`config.mk`:
```
export PLATFORM = sky130hd
export DESIGN_NAME = vqdm_ram
export DESIGN_NICKNAME = d
export VERILOG_FILES = /design/src/vqdm_ram.sv
export SDC_FILE = /design/constraint.sdc
export NUM_CORES = 2
export LEC_CHECK = 0
export ABC_CLOCK_PERIOD_IN_PS = 2800
export BUFFER_PORTS_ARGS = -buffer_cell sky130_fd_sc_hd__buf_4
export CAP_MARGIN = 15
export CORE_ASPECT_RATIO = 0.9
export CORE_MARGIN = 2
export CORE_UTILIZATION = 25
export DETAILED_ROUTE_END_ITERATION = 8
export GPL_TIMING_DRIVEN = 0
export HOLD_SLACK_MARGIN = 0.05
export PLACE_DENSITY_LB_ADDON = 0.3
export SKIP_CTS_REPAIR_TIMING = 1
export SYNTH_ARGS = -nofsm -noshare
export SYNTH_HDL_FRONTEND = slang
export SYNTH_SLANG_ARGS = --single-unit
```
`constraint.sdc`:
```
create_clock -name clock -period 2.8 [get_ports clock]
set_clock_uncertainty 0.05 [all_clocks]
set_input_delay 0.28 -clock clock [delete_from_list [all_inputs] [get_ports clock]]
set_output_delay 0.28 -clock clock [all_outputs]
set_load 0.02 [all_outputs]
```
`src/vqdm_ram.sv`:
```
// ----------------------------------------------------------------------------
// vqdm_ram: generic simple dual-port RAM
// One write port, one read port, read data registered.
// ----------------------------------------------------------------------------
module vqdm_ram #(
   parameter int WIDTH = 16,
   parameter int DEPTH = 256
) (
   input  logic                     clock,
   input  logic                     wr_en,
   input  logic [$clog2(DEPTH)-1:0] wr_addr,
   input  logic [WIDTH-1:0]         wr_data,
   input  logic [$clog2(DEPTH)-1:0] rd_addr,
   output logic [WIDTH-1:0]         rd_data
);

   logic [WIDTH-1:0] mem_ff [DEPTH];
   logic [WIDTH-1:0] rd_data_ff;

   always_ff @(posedge clock) begin
      if (wr_en) begin
         mem_ff[wr_addr] <= wr_data;
      end
      rd_data_ff <= mem_ff[rd_addr];
   end

   assign rd_data = rd_data_ff;

endmodule

```
After elaboration in Yosys (flattened, before gate mapping) --
Memory sizes are Yosys's and may differ from the RTL's. A register that Yosys moved wholly into a read port is not among the register bits. Index checks and enable logic that the tools add are counted.
Word-level totals: memories 1, input bits 34, RAM bits 4096, register bits after elaboration 0, logic and storage cells 3
Memories:
- mem_ff | words 256, bits a word 16, read ports 1, clocked after Yosys merged registers in 1, wr ports 1, line 17 | logic [WIDTH-1:0] mem_ff [DEPTH];
Operators by class: multiplexer cells 2
Operators with widths (count):
- two-way mux 1 bit | 2

Depth between registers and ports, before layout --
depth after elaboration 2, depth in mapped cells 12, gate-level depth less buffers 6

Worst setup path before layout --
OpenSTA, ideal clock, no wires.
path kind in2reg, start input port wr_addr[3], end memory mem_ff[235][0], enable pin, data required time 2362 ps, path buffers 3, stages on the path 6, arrival time 2057 ps, path slack 305 ps, cell sequence clkbuf_1 -> nor2b_1 -> clkbuf_1 -> nand4_1 -> clkbuf_1 -> nor2_1
RTL lines:
- from (decl) | line 11 | input logic [$clog2(DEPTH)-1:0] wr_addr,
- to (decl) | line 17
No word-level cell before the write port.

==> metrics.cfg <==
[layout]
fill_cells=60500
utilization_pct=30.4
syn_to_final_growth_pct=21.0
drive_above_1_share_pct=31.3
num-nets-final=8202
seq_area_sq_um=123000
multi_input_area_sq_um=35100

[global_route]
top_usage_layer=met2
grt-ovfl-total=0
use_met1_pct=22.7
grt_pass1_wl_um=722000
grt_max_degree=146
antenna_found_initial=47
grt_use_met3_pct=3.64
grt_pass1_vias=81900
grtUsageMet2_pct=25.1
track_usage_pct=16.2

[synthesis]
synth_compound_area_share_pct=3.54
synth_top_area_share_pct=77.5
synthesis.instances=7360
ys_seq_area_share_pct=77.7
synth_cell_types=52
synth_edf_count=4096
synthSimpleGateAreaFrac_pct=1.57
ys_top_cells_by_count=edfxtp_1 (4,096), mux4_2 (797), mux2i_1 (565)
synthesis.nets=7394
synth.area.top_cells=edfxtp_1 (77%), mux4_2 (11%), mux2i_1 (3.6%)
synth_top_family_by_area=multiplexers
yosys_register_bits=4112
synth_xor_area_share_pct=0
synth.most_common_cell=edfxtp_1
synth_area_sq_um=159000
avgSynthCellArea_sq_um=21.6
yosysWarnings=0
synth_fa_ha_area_share_pct=0
synthArstFlopShare_pct=0
yosys.area.top_type=edfxtp_1
synthFlopType=edfxtp_1
synth_mux_area_share_pct=15.5

[timing]
min_period_over_period_pct=109
slew_headroom_pct=27.3
worstMarginPinSlew_ns=1.09
final-setup-viol-count=50
period_needed_ns=3.04
slew_viol_final=0
grt_setup_unrepaired=yes
hold_viol_final=0
setup_ws_ns=-0.242
fmax_mhz=329

[worst_hold_path]
hp-class=input pin to flop

[clock_network]
cts_tree=built
clockBufferDepth=4
cts_sinks=4112
path_clk_slew_ns=0.06
clk_latency_ns=1.04
cts-root-buf=clkbuf_16
cts_buffers=420
htree_levels=5

[critical_path]
cp-startpoint=rd_addr[2]
crit_required_ns=3.60
worst-setup-path-type=input pin to flop
reg2reg_to=rd_data[4]
end_kind=flop
ff2ff_setup_slack_ns=-0.08
reg2reg_from=mem_ff[23][4]
start_kind=input pin
cp_max_fo=10
crit_path_end=rd_data[3]
arrival_ns=3.84
worstRegToRegCells=5

[drt]
route.detailed.drc=0
dr.pass1.iters=6
drt_iter0_markers=12300
antenna_left=0
wirelength_um=542000
num_vias=84000
wl_per_cell_um=32.1
via_per_inst=4.97

[power_and_ir_drop]
leakagePower_nw=59.3
vdd_drop_max_mv=0.553
p_per_area_nw_per_um2=687
total_power_mw=132

[place]
pre_cts_ws_ns=-3.36
gp_congestion=0.946
port_buffers=39
dpl.hpwl_um=379000

[flow_run]
max_cap_viol_count=0

[die]
ioPinCount=50
core.rowCount=277
start_util_pct=25.1
die_h_um=760
die_w_um=844
die_area_sq_um=641000
core_area_sq_um=633000

[outcome]
status=complete, but fails checks
violations=negative setup slack

-- critical path, stage by stage --
cell,delay (ns)
buf_4,0.21
nand2b_1,0.23
buf_2,0.20
clkbuf_2,0.38
clkbuf_4,0.40
o221ai_2,0.36
o22ai_1,0.19
a21oi_2,0.42
nand4_1,0.44
nor4_4,0.60
-- registers in the layout (all words and copies together), names as in the netlist --
signal and count:
mem_ff 4096, rd_data 16
-- power by group --
part	switching, mW	internal (mW)
Clock	24.4	31.3
Sequential	0.0458	67.9
Combinational	5.78	2.64
Total	30.2	102
-- placed cells by master, fill, tap and decap left out, types with 138 or more instances in the layout --
master	count
a21oi_1	156
buf_8	241
clkbuf_1	176
clkbuf_16	427
edfxtp_1	4096
mux2i_1	565
mux4_2	797
nor2_2	252
o221ai_1	199
o22ai_1	138
-- worst min-delay path by stage --
stage	from	endpoint	cells past startpoint
3_5_place_dp	wr_data[14]	mem_ff[95][14]	1
5_1_grt	wr_addr[0]	mem_ff[151][12]	3
3_3_place_gp	rd_data[3]	rd_data[3]	1
6_report	wr_addr[5]	mem_ff[155][12]	4
4_1_cts	wr_data[14]	mem_ff[90][14]	1
2_1_floorplan	wr_data[0]	mem_ff[0][0]	0
-- area by class of cell --
| class | count | area share [%] |
|---|---|---|
| Antenna cell | 13 | 0.0169 |
| Tap cell | 8370 | 5.46 |
| Clock buffer | 512 | 5.73 |
| Inverter | 4 | 0.00978 |
| Clock inverter | 259 | 1.31 |
| Timing Repair Buffer | 387 | 3.27 |
| Buffer | 451 | 1.71 |
| Multi-Input combinational cell | 2792 | 18.3 |
| Sequential cell | 4112 | 64.2 |
-- routing by layer --
metal / vias to the layer above / share of wire, %
met5: - / 0.017
met4: 14 / 3.5
met3: 758 / 10
met2: 4461 / 45
met1: 45700 / 41
li1: 33000 / -
-- cell families (layout without fill, tap and decap cells) --
| logic type | count (synthesis) | after routing |
|---|---|---|
| flops | 4112 | 4112 |
| mux | 1450 | 1450 |
| compound gates | 786 | 786 |
| simple gates | 556 | 556 |
| buf+inv | 456 | 1613 |
| other cells | 0 | 13 |
-- per-stage QoR --
stage | instance area (sq um) | TNS [ns] | hold slack [ns] | instances
after detailed placement | 176000 | -1427.23 | 0.563 | 16100
after global routing | 192000 | -0.359 | 0.0627 | 16900
final | 192000 | -3.60 | 0.0917 | 16900
after CTS | 189000 | -36.77 | -0.515 | 16900
after global placement | 169000 | -8953.79 | 0.663 | 15800
after floorplan | 159000 | 0 | 0.329 | 7360
Note: power is estimated with default switching activity, not from simulation.
